$ cat src/hw/rtl/msce_pkg.sv
// Shared types and constants for the multi-stack command engine.
// No dependencies; every other file of the block imports this package.
`timescale 1ns / 1ps

package msce_pkg;

    localparam int DATA_W     = 32;
    localparam int IN_IDX_W   = 5;
    localparam int CFG_W      = 6;
    localparam int FILL_OUT_W = 7;

    localparam logic [CFG_W-1:0] ACTIVE_RESET = CFG_W'(32);

    typedef enum logic {
        REQ_PUSH = 1'b0,
        REQ_POP  = 1'b1
    } req_t;

    typedef enum logic [1:0] {
        ST_DONE   = 2'd0,
        ST_EMPTY  = 2'd1,
        ST_FULL   = 2'd2,
        ST_BADIDX = 2'd3
    } status_t;

    // One classified command as it travels from the front end to the back end.
    typedef struct packed {
        req_t                req_type;
        logic [IN_IDX_W-1:0] stack_index;
        logic [DATA_W-1:0]   push_value;
        logic                bad_index;
    } cmd_t;

endpackage

$ cat src/hw/rtl/msce_front.sv
// Front end: holds the active stack count and classifies incoming commands.
// Depends on msce_pkg.
`timescale 1ns / 1ps

module msce_front
    import msce_pkg::*;
#(
    parameter int NUM_STACKS = 32
) (
    input  logic                clk,
    input  logic                rst_n,
    input  logic                cfg_we,
    input  logic [CFG_W-1:0]    cfg_wdata,
    input  logic                start,
    input  logic                req_type,
    input  logic [IN_IDX_W-1:0] stack_index,
    input  logic [DATA_W-1:0]   push_value,
    input  logic                queue_full,
    output logic                busy,
    output logic                enq,
    output cmd_t                enq_cmd
);

    localparam logic [8:0] NUM_ST9 = 9'(NUM_STACKS);

    logic [CFG_W-1:0] active_reg;
    logic [CFG_W-1:0] active_next;

    assign active_next = cfg_we ? cfg_wdata : active_reg;

    always_ff @(posedge clk or negedge rst_n)
    begin
        if (!rst_n)
        begin
            active_reg <= ACTIVE_RESET;
        end
        else
        begin
            active_reg <= active_next;
        end
    end

    // An index is bad when it reaches the programmed count or the built count.
    always_comb
    begin
        enq_cmd.req_type    = req_t'(req_type);
        enq_cmd.stack_index = stack_index;
        enq_cmd.push_value  = push_value;
        enq_cmd.bad_index   = (CFG_W'(stack_index) >= active_reg) ||
                              (9'(stack_index) >= NUM_ST9);
    end

    assign busy = queue_full;
    assign enq  = start && !queue_full;

endmodule

$ cat config.mk
export PLATFORM = sky130hd
export DESIGN_NAME = msce_front
export DESIGN_NICKNAME = d
export VERILOG_FILES = /design/src/hw/rtl/msce_pkg.sv /design/src/hw/rtl/msce_front.sv
export SDC_FILE = /design/constraint.sdc
export NUM_CORES = 1
export LEC_CHECK = 0
export BUFFER_PORTS_ARGS = -buffer_cell sky130_fd_sc_hd__clkbuf_2
export CAP_MARGIN = 25
export CELL_PAD_IN_SITES_DETAIL_PLACEMENT = 1
export CELL_PAD_IN_SITES_GLOBAL_PLACEMENT = 2
export CORE_MARGIN = 2
export CORE_UTILIZATION = 13
export CTS_CLUSTER_SIZE = 24
export DETAILED_ROUTE_END_ITERATION = 6
export PLACE_DENSITY = 0.82
export SLEW_MARGIN = 25
export SYNTH_ARGS = -nofsm -noshare
export SYNTH_HDL_FRONTEND = slang
export SYNTH_SLANG_ARGS = --single-unit
$ cat constraint.sdc
create_clock -name clk -period 1.6 [get_ports clk]
set_input_delay 0.16 -clock clk [delete_from_list [all_inputs] [get_ports clk]]
set_output_delay 0.16 -clock clk [all_outputs]
set_load 0.05 [all_outputs]
==> impl_metrics.tcl, run 1 <==
set metrics [dict create \
    post-place-cells 109 \
    crit_required_ps 1440 \
    finClkSkew_ps 0 \
    io_pins 90 \
    yosysWarnings 0 \
    pwr-share-comb_pct 27.4 \
    cts.clk_slew.worst_paths_ps 40 \
    post-route-min-period_ps 1744 \
    ys_seq_elements 6 \
    dieArea_sq_um 5424 \
    dp_hpwl_um 989.3 \
    post-route-util_pct 12.77 \
    cpPeakStageDelay_ps 370 \
    finalWirelength_um 1156 \
    crit_slowest_cell "dfrtp_1" \
    min_delay_worst_endpoint "active_reg[4]" \
    pwr_density_cell_nw_per_um2 951.0 \
    irDropWorstVdd_v 0.0001728 \
    p_switching_mw 0.1698 \
    routed_via_density 3.035 \
    worstSetupPathType "reg -> out" \
    r2r_setup_slack_ps 850 \
    post-route-drc-count 0 \
    violations "negative setup slack" \
    power_leakage_nw 0.2915 \
    grt_first_pass_wirelength_um 1780 \
    synth_top_area_share_pct 46.43 \
    endpoint_kind "primary output" \
    r2r-start "active_reg[5]" \
    die_y_um 73.65 \
    grt_max_degree 11 \
    slew_headroom_pct 74.16 \
    fillerInstances 558 \
    firstDrtPassIters 4 \
    hold_path.class "in -> reg" \
    h-tree-depth 1 \
    area_growth_pct -4.960 \
    holdWs_ps 149.6 \
    mostFrequentLayoutCell "clkbuf_2" \
    core_area_sq_um 4692 \
    grt_pass1_vias 381 \
    intPower_mw 0.4001 \
    min_from "cfg_wdata[4]" \
    clockBufferDepth 2 \
    seq_power_share_pct 30.6 \
    rsz0062_at_grt "yes" \
    crit_arrival_ps 1580 \
    grt_use_total_pct 4.915 \
    clock_sinks 6 \
    synthCells 72 \
    gp_congestion 0.6898 \
    status "complete, but fails checks" \
    holdPathStages 3 \
    reg2reg_depth 1 \
    largest_reg_flops 6 \
    seq_area_sq_um 151.4 \
    num_vias 346 \
    rows 25 \
    die_w_um 73.65 \
    insertedDiodeCount 0 \
    cts_tree "yes" \
    final_cell_mix "22 x clkbuf_2, 5 x inv_1, 5 x ha_1, 5 x dfrtp_1" \
    ant_nets 0 \
    netlist_area_sq_um 630.6 \
    wl_per_cell_um 10.14 \
    synth_top_cell_by_area "buf_4" \
    multi_input_area_sq_um 181.4 \
    crit_path_max_fanout 2 \
    hold_viol 0 \
    drive_above_1_share_pct 51.67 \
    grt-ovfl-total 0 \
    stdcell_count 114 \
    max_cap_violations 0 \
    setup_viol 1 \
    reg2reg_to "active_reg[5]" \
    p_clk_share_pct 42.0 \
    synth_cell_types 14 \
    pre_cts_slack_ps -56.94 \
    synth-seq-area-share_pct 24.01 \
    fin_crit_sh_pct 109.0 \
    worst_slack_ps -144.3 \
    antenna_found_initial 0 \
    drt_iter0_drc 6 \
    cts_made_buffers 3 \
    cts_setup_buffers 0 \
    fin_nets 115 \
    sw_frac_of_total_pct 29.80 \
    avgSynthCellArea_sq_um 8.758 \
    synth.area.top_cells "buf_4 46%, dfrtp_1 20%, ha_1 9.9%" \
    clockRootBuffer "clkbuf_8" \
    slew_violations 0 \
    port_buffers 23 \
    timing.fmax_ghz 0.5733 \
    start_kind "flop" \
    start_util_pct 13.44 \
    critical_path.cell_chain "ha_1, or3b_1, o2111ai_2, a211oi_4, buf_8" \
    syn_nets 126 \
    clk_latency_ps 220 \
    worstMarginPinSlew_ps 385.3 \
]
==> routing by layer <==
metal  up-vias  track usage [%]  share of wire, %
met5         -                0                 0
met4         0            7.475               5.6
met3         6            2.058                14
met2        18            6.746                44
met1       158            4.467                36
li1        164                -                 -
==> cell families (layout without fill, tap and decap cells) <==
| group | count (synthesis) | after routing | share of synthesized area [%] |
|---|---|---|---|
| fa+ha+maj | 5 | 5 | 9.921 |
| flops | 6 | 6 | 24.01 |
| compound gates | 7 | 7 | 6.944 |
| simple gates | 7 | 7 | 5.357 |
| mux | 2 | 2 | 3.571 |
| buf+inv | 45 | 33 | 50.20 |
==> how the worst max path moves through the flow <==
stage	from	to	slack (ps)
2_1_floorplan	active_reg[0]	enq_cmd[0]	30
3_3_place_gp	active_reg[0]	enq_cmd[0]	-30
3_5_place_dp	active_reg[0]	enq_cmd[0]	-60
4_1_cts	active_reg[0]	enq_cmd[0]	-180
5_1_grt	active_reg[0]	enq_cmd[0]	-220
6_report	active_reg[0]	enq_cmd[0]	-140
==> cell usage after synthesis (all sizes together) <==
cell type	count
a211oi	2
buf	40
dfrtp	5
dfstp	1
ha	5
inv	5
mux2	2
nand2	4
nor2	1
nor2b	1
o2111ai	1
o21ai	4
or3b	1
==> critical path: cells and delay by family (launching register included) <==
family | cells | cell delay (ps)
AO/OA/AOI/OAI | 2 | 200
buffers and inverters | 1 | 160
adder cells (fa/ha/maj) | 1 | 270
AND/OR/NAND/NOR | 1 | 360
flip-flops | 1 | 370
==> cell type report <==
class,instances,area share [%]
clock buffers,4,7.516
inverters,5,3.132
multi-input cells,21,30.27
flip-flops and latches,6,25.26
well taps,54,11.27
repair buffers,24,22.55
==> power by group through the flow <==
stage	clock [mW]	sequential (mW)	combinational, mW
floorplan	0	0.175	0.331
global placement	0	0.176	0.140
detailed placement	0	0.177	0.144
CTS	0.247	0.175	0.158
global route	0.258	0.176	0.173
finish	0.239	0.174	0.156
==> through the flow <==
step | cell area [sq um] | total power, mW | setup TNS, ps
4_1_cts | 598.1 | 0.5796 | -178.0
5_1_grt | 599.3 | 0.6078 | -218.0
3_5_place_dp | 528.0 | 0.3208 | -56.94
2_1_floorplan | 643.1 | 0.5069 | 0
6_report | 599.3 | 0.5699 | -144.3
3_3_place_gp | 528.0 | 0.3159 | -32.53
==> repair_timing <==
action                     4_1_cts  5_1_grt
pin swaps                        1        0
setup endpoints to repair        1        1
hold endpoints to repair         6        0
resized for setup                3        1
gates cloned                     0        0
hold buffers                     1        0
Power figures use the tool's default switching activity.
==> run 2: changes to the inputs <==
==> constraint.sdc (replaced) <==
create_clock -name clk -period 1.8 [get_ports clk]
set_input_delay 0.18 -clock clk [delete_from_list [all_inputs] [get_ports clk]]
set_output_delay 0.18 -clock clk [all_outputs]
set_load 0.05 [all_outputs]
==> impl_metrics.tcl, run 2 (synthesis results as in run 1) <==
set metrics [dict create \
    status "finished clean" \
    start_kind "flop" \
    intPower_mw 0.3522 \
    num_vias 340 \
    mostFrequentLayoutCell "clkbuf_2" \
    critical_path.cell_chain "ha_1, or3b_1, o2111ai_2, a211oi_2, clkbuf_8" \
    fin_nets 115 \
    cts_tree "yes" \
    max_cap_violations 0 \
    slew_headroom_pct 81.53 \
    pwr-share-comb_pct 26.1 \
    final_cell_area_sq_um 590.6 \
    dp_hpwl_um 949.2 \
    clockBufferDepth 2 \
    antenna_found_initial 0 \
    grt_pass1_vias 354 \
    final_cell_mix "22 x clkbuf_2, 5 x inv_1, 5 x ha_1, 5 x dfrtp_1" \
    insertedDiodeCount 0 \
    p_switching_mw 0.1491 \
    drive_above_1_share_pct 51.67 \
    timing.fmax_ghz 0.5633 \
    grt_first_pass_wirelength_um 1559 \
    finalWirelength_um 1116 \
    crit_path_max_fanout 2 \
    clk_latency_ps 220 \
    irDropWorstVdd_v 0.0001521 \
    routed_via_density 2.982 \
    hold_path.class "in -> reg" \
    worstSetupPathType "reg -> out" \
    seq_power_share_pct 30.8 \
    largest_reg_flops 6 \
    crit_arrival_ps 1600 \
    io_pins 90 \
    grt_use_total_pct 4.150 \
    dieArea_sq_um 5424 \
    cts_made_buffers 3 \
    fin_crit_sh_pct 98.62 \
    clockRootBuffer "clkbuf_8" \
    start_util_pct 13.44 \
    cts.clk_slew.worst_paths_ps 40 \
    rows 25 \
    h-tree-depth 1 \
    port_buffers 23 \
    holdWs_ps 162.9 \
    crit_required_ps 1620 \
    firstDrtPassIters 2 \
    post-route-drc-count 0 \
    slew_violations 0 \
    post-route-min-period_ps 1775 \
    p_clk_share_pct 43.1 \
    endpoint_kind "primary output" \
    gp_congestion 0.6933 \
    setup_viol 0 \
    postPlaceCellArea_sq_um 520.5 \
    drt_iter0_drc 8 \
    clock_sinks 6 \
    core_area_sq_um 4692 \
    worstMarginPinSlew_ps 278.2 \
    pre_cts_slack_ps 187.4 \
    fillerInstances 556 \
    hold_viol 0 \
    cts_setup_buffers 0 \
    pwr_density_cell_nw_per_um2 848.9 \
    power_leakage_nw 0.2906 \
    die_w_um 73.65 \
    sw_frac_of_total_pct 29.75 \
    rsz0062_at_grt "yes" \
    crit_slowest_cell "or3b_1" \
    power_mw 0.5013 \
    cpPeakStageDelay_ps 380 \
    wl_per_cell_um 9.789 \
    die_y_um 73.65 \
    worst_slack_ps 24.80 \
    ant_nets 0 \
    area_growth_pct -6.349 \
    finClkSkew_ps 0 \
    grt_max_degree 11 \
    grt-ovfl-total 0 \
]
## run 2: what timing repair did
item | in CTS | in global routing
pin swaps | 1 | 3
gates resized for setup | 3 | 0
hold buffers | 1 | 0
setup endpoints to repair | 1 | 1
hold endpoints to repair | 6 | 0
## run 2: critical path: cells and delay by family, from the launching register on
family,cells,cell delay [ps]
fa+ha+maj,1,270
compound gates,2,170
simple gates,1,380
flops,1,370
buf+inv,1,180
## run 2: worst paths after layout
kind                          startpoint             to  slack, ps  cells after the start
max                        active_reg[0]     enq_cmd[0]         20                      5
min                         cfg_wdata[2]  active_reg[2]        160                      3
max reg2reg                active_reg[0]  active_reg[0]       1060                      1
min reg2reg                active_reg[0]  active_reg[0]        510                      1
max in group asynchronous          rst_n  active_reg[5]       1240                      2
min in group asynchronous          rst_n  active_reg[3]        330                      2
## run 2: metrics by stage
| stage | utilization (%) | TNS [ps] | cells |
|---|---|---|---|
| floorplan | - | 0 | 72 |
| global placement | 11.09 | 0 | 109 |
| detailed placement | 11.09 | 0 | 109 |
| CTS | 12.59 | 0 | 114 |
| global route | 12.59 | -25.29 | 114 |
| finish | 12.59 | 0 | 114 |
## run 2: power groups by stage
stage | combinational, mW | sequential, mW | clock, mW
after detailed placement | 0.121 | 0.156 | 0
after CTS | 0.133 | 0.155 | 0.218
final | 0.131 | 0.154 | 0.216
after floorplan | 0.289 | 0.155 | 0
after global placement | 0.119 | 0.155 | 0
after global routing | 0.144 | 0.156 | 0.224
## run 2: area by class of cell
cell class	count	area, sq um	area share, %
Multi-Input combinational cell	21	173.9	29.45
Sequential cell	6	151.4	25.64
Timing Repair Buffer	24	133.9	22.67
Tap cell	54	67.56	11.44
Clock buffer	4	45.04	7.627
Inverter	5	18.77	3.178
## run 2: metal layers
metal  up-vias  global-route usage [%]  wire, um
met5         -                       0         0
met4         0                   6.465        61
met3         7                   1.646       138
met2        20                   5.655       527
met1       148                   3.799       387
li1        165                       -         -
