$ cat src/hw/rtl/msce_pkg.sv
// Shared types and constants for the multi-stack command engine.
// No dependencies; every other file of the block imports this package.
`timescale 1ns / 1ps

package msce_pkg;

    localparam int DATA_W     = 32;
    localparam int IN_IDX_W   = 5;
    localparam int CFG_W      = 6;
    localparam int FILL_OUT_W = 7;

    localparam logic [CFG_W-1:0] ACTIVE_RESET = CFG_W'(32);

    typedef enum logic {
        REQ_PUSH = 1'b0,
        REQ_POP  = 1'b1
    } req_t;

    typedef enum logic [1:0] {
        ST_DONE   = 2'd0,
        ST_EMPTY  = 2'd1,
        ST_FULL   = 2'd2,
        ST_BADIDX = 2'd3
    } status_t;

    // One classified command as it travels from the front end to the back end.
    typedef struct packed {
        req_t                req_type;
        logic [IN_IDX_W-1:0] stack_index;
        logic [DATA_W-1:0]   push_value;
        logic                bad_index;
    } cmd_t;

endpackage

$ cat src/hw/rtl/msce_queue.sv
// In-order command queue between the front end and the back end.
// Depends on msce_pkg for the command type.
`timescale 1ns / 1ps

module msce_queue
    import msce_pkg::*;
#(
    parameter int QUEUE_DEPTH = 8
) (
    input  logic clk,
    input  logic rst_n,
    input  logic push,
    input  cmd_t push_cmd,
    input  logic pop,
    output logic full,
    output logic not_empty,
    output cmd_t head_cmd
);

    localparam int PTR_W = (QUEUE_DEPTH > 1) ? $clog2(QUEUE_DEPTH) : 1;
    localparam int CNT_W = $clog2(QUEUE_DEPTH + 1);
    localparam logic [PTR_W-1:0] LAST_PTR = PTR_W'(QUEUE_DEPTH - 1);
    localparam logic [CNT_W-1:0] DEPTH_CNT = CNT_W'(QUEUE_DEPTH);

    cmd_t             entry_reg [QUEUE_DEPTH];
    logic [PTR_W-1:0] wr_ptr_reg;
    logic [PTR_W-1:0] wr_ptr_next;
    logic [PTR_W-1:0] rd_ptr_reg;
    logic [PTR_W-1:0] rd_ptr_next;
    logic [CNT_W-1:0] count_reg;
    logic [CNT_W-1:0] count_next;
    logic             do_push;
    logic             do_pop;

    assign full      = (count_reg == DEPTH_CNT);
    assign not_empty = (count_reg != '0);
    assign do_push   = push && !full;
    assign do_pop    = pop && not_empty;
    assign head_cmd  = entry_reg[rd_ptr_reg];

    always_comb
    begin
        wr_ptr_next = wr_ptr_reg;
        rd_ptr_next = rd_ptr_reg;
        count_next  = count_reg;
        if (do_push)
        begin
            wr_ptr_next = (wr_ptr_reg == LAST_PTR) ? '0 : wr_ptr_reg + PTR_W'(1);
        end
        if (do_pop)
        begin
            rd_ptr_next = (rd_ptr_reg == LAST_PTR) ? '0 : rd_ptr_reg + PTR_W'(1);
        end
        if (do_push && !do_pop)
        begin
            count_next = count_reg + CNT_W'(1);
        end
        else if (do_pop && !do_push)
        begin
            count_next = count_reg - CNT_W'(1);
        end
    end

    always_ff @(posedge clk or negedge rst_n)
    begin
        if (!rst_n)
        begin
            wr_ptr_reg <= '0;
            rd_ptr_reg <= '0;
            count_reg  <= '0;
        end
        else
        begin
            wr_ptr_reg <= wr_ptr_next;
            rd_ptr_reg <= rd_ptr_next;
            count_reg  <= count_next;
        end
    end

    always_ff @(posedge clk)
    begin
        if (do_push)
        begin
            entry_reg[wr_ptr_reg] <= push_cmd;
        end
    end

`ifndef NO_ASSERTIONS
    a_count_up: assert property (@(posedge clk) disable iff (!rst_n)
        (do_push && !do_pop) |=> (count_reg == $past(count_reg) + CNT_W'(1)))
        else $error("queue count did not grow on a lone write");
    a_count_down: assert property (@(posedge clk) disable iff (!rst_n)
        (do_pop && !do_push) |=> (count_reg == $past(count_reg) - CNT_W'(1)))
        else $error("queue count did not shrink on a lone read");
    a_ptr_match: assert property (@(posedge clk) disable iff (!rst_n)
        (count_reg == '0) |-> (wr_ptr_reg == rd_ptr_reg))
        else $error("empty queue with mismatched pointers");
`endif

endmodule

$ cat config.mk
export PLATFORM = sky130hd
export DESIGN_NAME = msce_queue
export DESIGN_NICKNAME = d
export VERILOG_FILES = /design/src/hw/rtl/msce_pkg.sv /design/src/hw/rtl/msce_queue.sv
export SDC_FILE = /design/constraint.sdc
export NUM_CORES = 1
export LEC_CHECK = 0
export ABC_AREA = 1
export CORE_MARGIN = 2
export CORE_UTILIZATION = 37
export DETAILED_ROUTE_END_ITERATION = 12
export DONT_BUFFER_PORTS = 1
export PLACE_DENSITY = 0.55
export SYNTH_ARGS = -nofsm -noshare
export SYNTH_HDL_FRONTEND = slang
export SYNTH_SLANG_ARGS = --single-unit
$ cat constraint.sdc
create_clock -name clk -period 4 [get_ports clk]
set_input_delay 1 -clock clk [delete_from_list [all_inputs] [get_ports clk]]
set_output_delay 1 -clock clk [all_outputs]
set_load 0.02 [all_outputs]
==> impl_results.html <==
<table>
<tr><th>Metric</th><th>Value</th></tr>
<tr><th colspan="2">Floorplanning</th></tr>
<tr><td>Area enclosed by the die boundary</td><td>0.0396 mm²</td></tr>
<tr><td>Core region area</td><td>approximately 0.038 mm²</td></tr>
<tr><td>Die Y-Extent</td><td>a little under 200 µm</td></tr>
<tr><td>Starting Density</td><td>0.374</td></tr>
<tr><td>Number of placed I/O pins</td><td>84</td></tr>
<tr><td>Chip Width</td><td>about 200 µm</td></tr>
<tr><td>Count of standard-cell rows</td><td>71</td></tr>
<tr><th colspan="2">Finish</th></tr>
<tr><td>Inserted Diodes</td><td>0</td></tr>
<tr><td>Area of the multi-input gates</td><td>0.00346 mm²</td></tr>
<tr><td>Final core utilization</td><td>0.416</td></tr>
<tr><td>Post-route design area</td><td>around 0.016 mm²</td></tr>
<tr><td>Fillers</td><td>3499</td></tr>
<tr><td>Register cell area after layout</td><td>0.00963 mm²</td></tr>
<tr><td>Flip-flop count of the largest register after layout</td><td>between 300 and 400</td></tr>
<tr><td>Nets</td><td>roughly 1500</td></tr>
<tr><td>Most frequent cells in the layout</td><td>538 x sky130_fd_sc_hd__nand2_1, 314 x sky130_fd_sc_hd__nor2_1, 312 x sky130_fd_sc_hd__edfxtp_1, 168 x sky130_fd_sc_hd__inv_1, 37 x sky130_fd_sc_hd__clkbuf_16</td></tr>
<tr><td>Most common cell after layout, fill and taps aside</td><td>sky130_fd_sc_hd__nand2_1</td></tr>
<tr><td>Number of cells in the finished layout apart from fillers</td><td>slightly below 2000</td></tr>
<tr><td>Share of cells above drive strength 1</td><td>0.0522</td></tr>
<tr><td>Signed area change from the synthesized netlist to the final layout</td><td>11.1%</td></tr>
<tr><th colspan="2">Timing</th></tr>
<tr><td>Share of the clock period used by the worst path after layout</td><td>0.855</td></tr>
<tr><td>Final count of hold timing violations</td><td>0</td></tr>
<tr><td>Headroom to the max-slew limit</td><td>0.483</td></tr>
<tr><td>Time the final worst path needs with I/O delays and setup</td><td>between 3 and 4 ns</td></tr>
<tr><td>Timing-limited maximum frequency</td><td>0.292 GHz</td></tr>
<tr><td>Fin Clk Skew</td><td>0.0110 ns</td></tr>
<tr><td>Count of final setup violators</td><td>0</td></tr>
<tr><td>Least-Margin Pin Slew</td><td>roughly 0.78 ns</td></tr>
<tr><td>Final number of max-transition violations</td><td>0</td></tr>
<tr><td>RSZ-0062 raised after global routing</td><td>no</td></tr>
<tr><th colspan="2">Setup path</th></tr>
<tr><td>Data arrival time at the worst-slack endpoint</td><td>2.42 ns</td></tr>
<tr><td>Crit Reg-Reg Startpoint</td><td>count_reg[1]$_DFFE_PN0P_</td></tr>
<tr><td>Launching instance or port of the critical path</td><td>rd_ptr_reg[1]$_DFFE_PN0P_</td></tr>
<tr><td>Worst r2r dst</td><td>count_reg[3]$_DFFE_PN0P_</td></tr>
<tr><td>Critical Path Sink</td><td>head_cmd[38]</td></tr>
<tr><td>Largest incremental delay on the critical path</td><td>roughly 0.58 ns</td></tr>
<tr><td>Element type at the critical path start</td><td>register</td></tr>
<tr><td>CP required</td><td>~3 ns</td></tr>
<tr><td>Setup crit end kind</td><td>output pin</td></tr>
<tr><td>Crit Path Max Fanout</td><td>slightly below 50</td></tr>
<tr><td>Slowest cell on the critical path</td><td>sky130_fd_sc_hd__buf_4</td></tr>
<tr><td>Most frequent cell on the critical path</td><td>sky130_fd_sc_hd__nand2_1</td></tr>
<tr><td>Setup slack of the worst register-to-register path</td><td>~1.5 ns</td></tr>
<tr><td>Classification of the worst setup path</td><td>reg -&gt; out</td></tr>
<tr><td>Critical path, cell by cell</td><td>buf_4, buf_4, nor2_1, nand2_1, nand2_1, nand2_1, nand2_1</td></tr>
<tr><td>Number of cell instances on the worst register-to-register path</td><td>12</td></tr>
<tr><th colspan="2">Placement</th></tr>
<tr><td>Count of buffers from port buffering</td><td>0</td></tr>
<tr><td>Dpl cell area</td><td>around 0.015 mm²</td></tr>
<tr><td>Placer Congestion</td><td>around 0.74</td></tr>
<tr><td>Post-detailed-placement half-perimeter wirelength</td><td>between 10 and 15 mm</td></tr>
<tr><td>Number of placed cells counting well taps</td><td>about 1900</td></tr>
<tr><th colspan="2">Routing</th></tr>
<tr><td>Met3 WL</td><td>roughly 2.1 mm</td></tr>
<tr><td>Post-detailed-route DRC marker count</td><td>0</td></tr>
<tr><td>Mean routed wirelength per cell</td><td>~15 µm</td></tr>
<tr><td>Vias per std cell</td><td>4.35</td></tr>
<tr><td>Post-DRT Antenna Nets</td><td>0</td></tr>
<tr><td>WL met1</td><td>13.6 mm</td></tr>
<tr><td>Vias post-DR</td><td>8559</td></tr>
<tr><td>Met2 WL post-DR</td><td>around 13 mm</td></tr>
<tr><td>Detailed-router iteration count before antenna repair</td><td>7</td></tr>
<tr><td>Total routed wirelength</td><td>approximately 29 mm</td></tr>
<tr><td>Top layer reached by signal wires</td><td>met4</td></tr>
<tr><td>Initial DRC count</td><td>about 630</td></tr>
<tr><th colspan="2">Synth</th></tr>
<tr><td>Top area cells in the synthesized netlist</td><td>sky130_fd_sc_hd__edfxtp_1 67%, sky130_fd_sc_hd__nand2_1 14%, sky130_fd_sc_hd__nor2_1 8.4%, sky130_fd_sc_hd__inv_1 4.5%, sky130_fd_sc_hd__dfrtp_1 1.8%</td></tr>
<tr><td>Sequential share of the synthesized area</td><td>0.684</td></tr>
<tr><td>Post-Syn Nets</td><td>roughly 1500</td></tr>
<tr><td>Syn avg cell area</td><td>a little under 10 µm²</td></tr>
<tr><td>Dominant cell type by area after synthesis</td><td>sky130_fd_sc_hd__edfxtp_1</td></tr>
<tr><td>Post-synthesis cell type count</td><td>18</td></tr>
<tr><td>Area share of the largest cell type after synthesis</td><td>0.666</td></tr>
<tr><td>Synthesized area</td><td>0.0141 mm²</td></tr>
<tr><td>Number of flip-flops and latches in the synthesized netlist</td><td>322</td></tr>
<tr><td>Mapped Cells</td><td>1436</td></tr>
<tr><td>Yosys synthesis warning count</td><td>0</td></tr>
<tr><th colspan="2">Clock network</th></tr>
<tr><td>Number of buffers created by CTS</td><td>36</td></tr>
<tr><td>Post-CTS setup-driven buffer insertion count</td><td>0</td></tr>
<tr><td>Count of cells resized by post-cts repair</td><td>0</td></tr>
<tr><td>TritonCTS clock tree</td><td>done</td></tr>
<tr><td>Clk_lat worst skew</td><td>around 0.51 ns</td></tr>
<tr><td>Number of buffers inserted for hold repair after clock tree synthesis</td><td>0</td></tr>
<tr><td>Max clock buf depth</td><td>3</td></tr>
<tr><td>Sinks on the clock net</td><td>between 300 and 400</td></tr>
<tr><td>Clock transition at the register clock pins on the worst setup and hold paths after CTS</td><td>approximately 0.05 ns</td></tr>
<tr><td>H-tree depth reported by CTS</td><td>2</td></tr>
<tr><td>Clock Root Buffer</td><td>sky130_fd_sc_hd__clkbuf_16</td></tr>
<tr><th colspan="2">Power and ir drop</th></tr>
<tr><td>Fraction of power consumed by combinational cells</td><td>0.348</td></tr>
<tr><td>Leakage power</td><td>around 6.6 nW</td></tr>
<tr><td>P_int</td><td>a little over 7 mW</td></tr>
<tr><td>Net Switching</td><td>around 4.4 mW</td></tr>
<tr><td>Power Total</td><td>roughly 11 mW</td></tr>
<tr><td>Power per cell area</td><td>about 730 mW/mm²</td></tr>
<tr><td>Worst IR Drop VDD</td><td>417 µV</td></tr>
<tr><td>Share of power burned in registers</td><td>0.390</td></tr>
<tr><td>Share of total power consumed by net switching</td><td>0.383</td></tr>
<tr><td>Clk network pwr share</td><td>0.262</td></tr>
<tr><th colspan="2">GRT</th></tr>
<tr><td>GR Overflow Total</td><td>0</td></tr>
<tr><td>Pin count of the biggest net entering global routing</td><td>75</td></tr>
<tr><td>Initial antenna violation count</td><td>0</td></tr>
<tr><td>Global-route wire length before repair</td><td>between 40 and 50 mm</td></tr>
<tr><td>Vias in the first global route</td><td>8000</td></tr>
<tr><td>Global Route Usage Sum</td><td>0.153</td></tr>
<tr><th colspan="2">Run</th></tr>
<tr><td>Max-capacitance violation count</td><td>0</td></tr>
<tr><th colspan="2">Min path</th></tr>
<tr><td>Hold crit path type</td><td>in -&gt; async</td></tr>
<tr><th colspan="2">Status</th></tr>
<tr><td>Run status</td><td>finished clean</td></tr>
</table>
-- routing by layer --
metal | track usage | up-vias
li1 | - | 4444
met5 | 0 | -
met3 | 0.0398 | 32
met4 | 0.0373 | 0
met2 | 0.244 | 155
met1 | 0.209 | 3928
-- cells in the mapped netlist, drive strengths merged --
cell    number
fa           1
clkbuf      11
dfrtp       10
ha           7
or2          1
nand2      538
o21ai        5
inv        170
nand3        6
nor3         8
edfxtp     312
nor2       314
xnor2        2
buf         51
-- metrics by stage --
stage	setup slack, ns	TNS, ns	hold WS [ns]
2_1_floorplan	-0.421	-131.42	0.478
3_5_place_dp	1.07	0	0.515
3_3_place_gp	1.09	0	0.502
6_report	0.579	0	0.191
5_1_grt	0.381	0	0.163
4_1_cts	0.521	0	0.166
-- layout make-up --
class / instances / share of cell area
clock buffers: 47 / 0.0616
clock inverters: 17 / 0.00672
inverters: 170 / 0.0408
multi-input cells: 882 / 0.222
flip-flops and latches: 322 / 0.616
well taps: 511 / 0.0409
repair buffers: 18 / 0.0126
-- power by group through the flow --
stage	combinational, mW	sequential [mW]	clock, mW
6_report	3.97	4.45	2.99
4_1_cts	4.08	4.45	3.07
5_1_grt	4.58	4.50	3.20
3_5_place_dp	4.06	4.52	0
3_3_place_gp	4.02	4.51	0
2_1_floorplan	3.28	4.43	0
-- critical path, delay by kind of cell, from the launching register on --
| family | cells | cell delay (ns) |
|---|---|---|
| DFF | 1 | 0.36 |
| and+or+nand+nor | 5 | 0.45 |
| buffers and inverters | 2 | 1.08 |
-- worst min-delay path by stage --
stage                              from  cells after the start                  endpoint  slack (ns)
3_5_place_dp   count_reg[2]$_DFFE_PN0P_                      2  count_reg[2]$_DFFE_PN0P_        0.52
4_1_cts                           rst_n                      0  count_reg[1]$_DFFE_PN0P_        0.17
6_report                          rst_n                      0  count_reg[0]$_DFFE_PN0P_        0.19
2_1_floorplan  count_reg[2]$_DFFE_PN0P_                      2  count_reg[2]$_DFFE_PN0P_        0.48
3_3_place_gp   count_reg[2]$_DFFE_PN0P_                      2  count_reg[2]$_DFFE_PN0P_        0.50
5_1_grt                           rst_n                      0  count_reg[1]$_DFFE_PN0P_        0.16
-- logic make-up (layout without fill, tap and decap cells) --
group,Yosys count,count (layout),synth area share
buf+inv,232,252,0.0728
simple gates,867,867,0.233
flops,322,322,0.684
xor+xnor,2,2,0.00125
compound gates,5,5,0.00178
fa+ha+maj,8,8,0.00765
No activity file was read; power rests on OpenSTA's default activity.
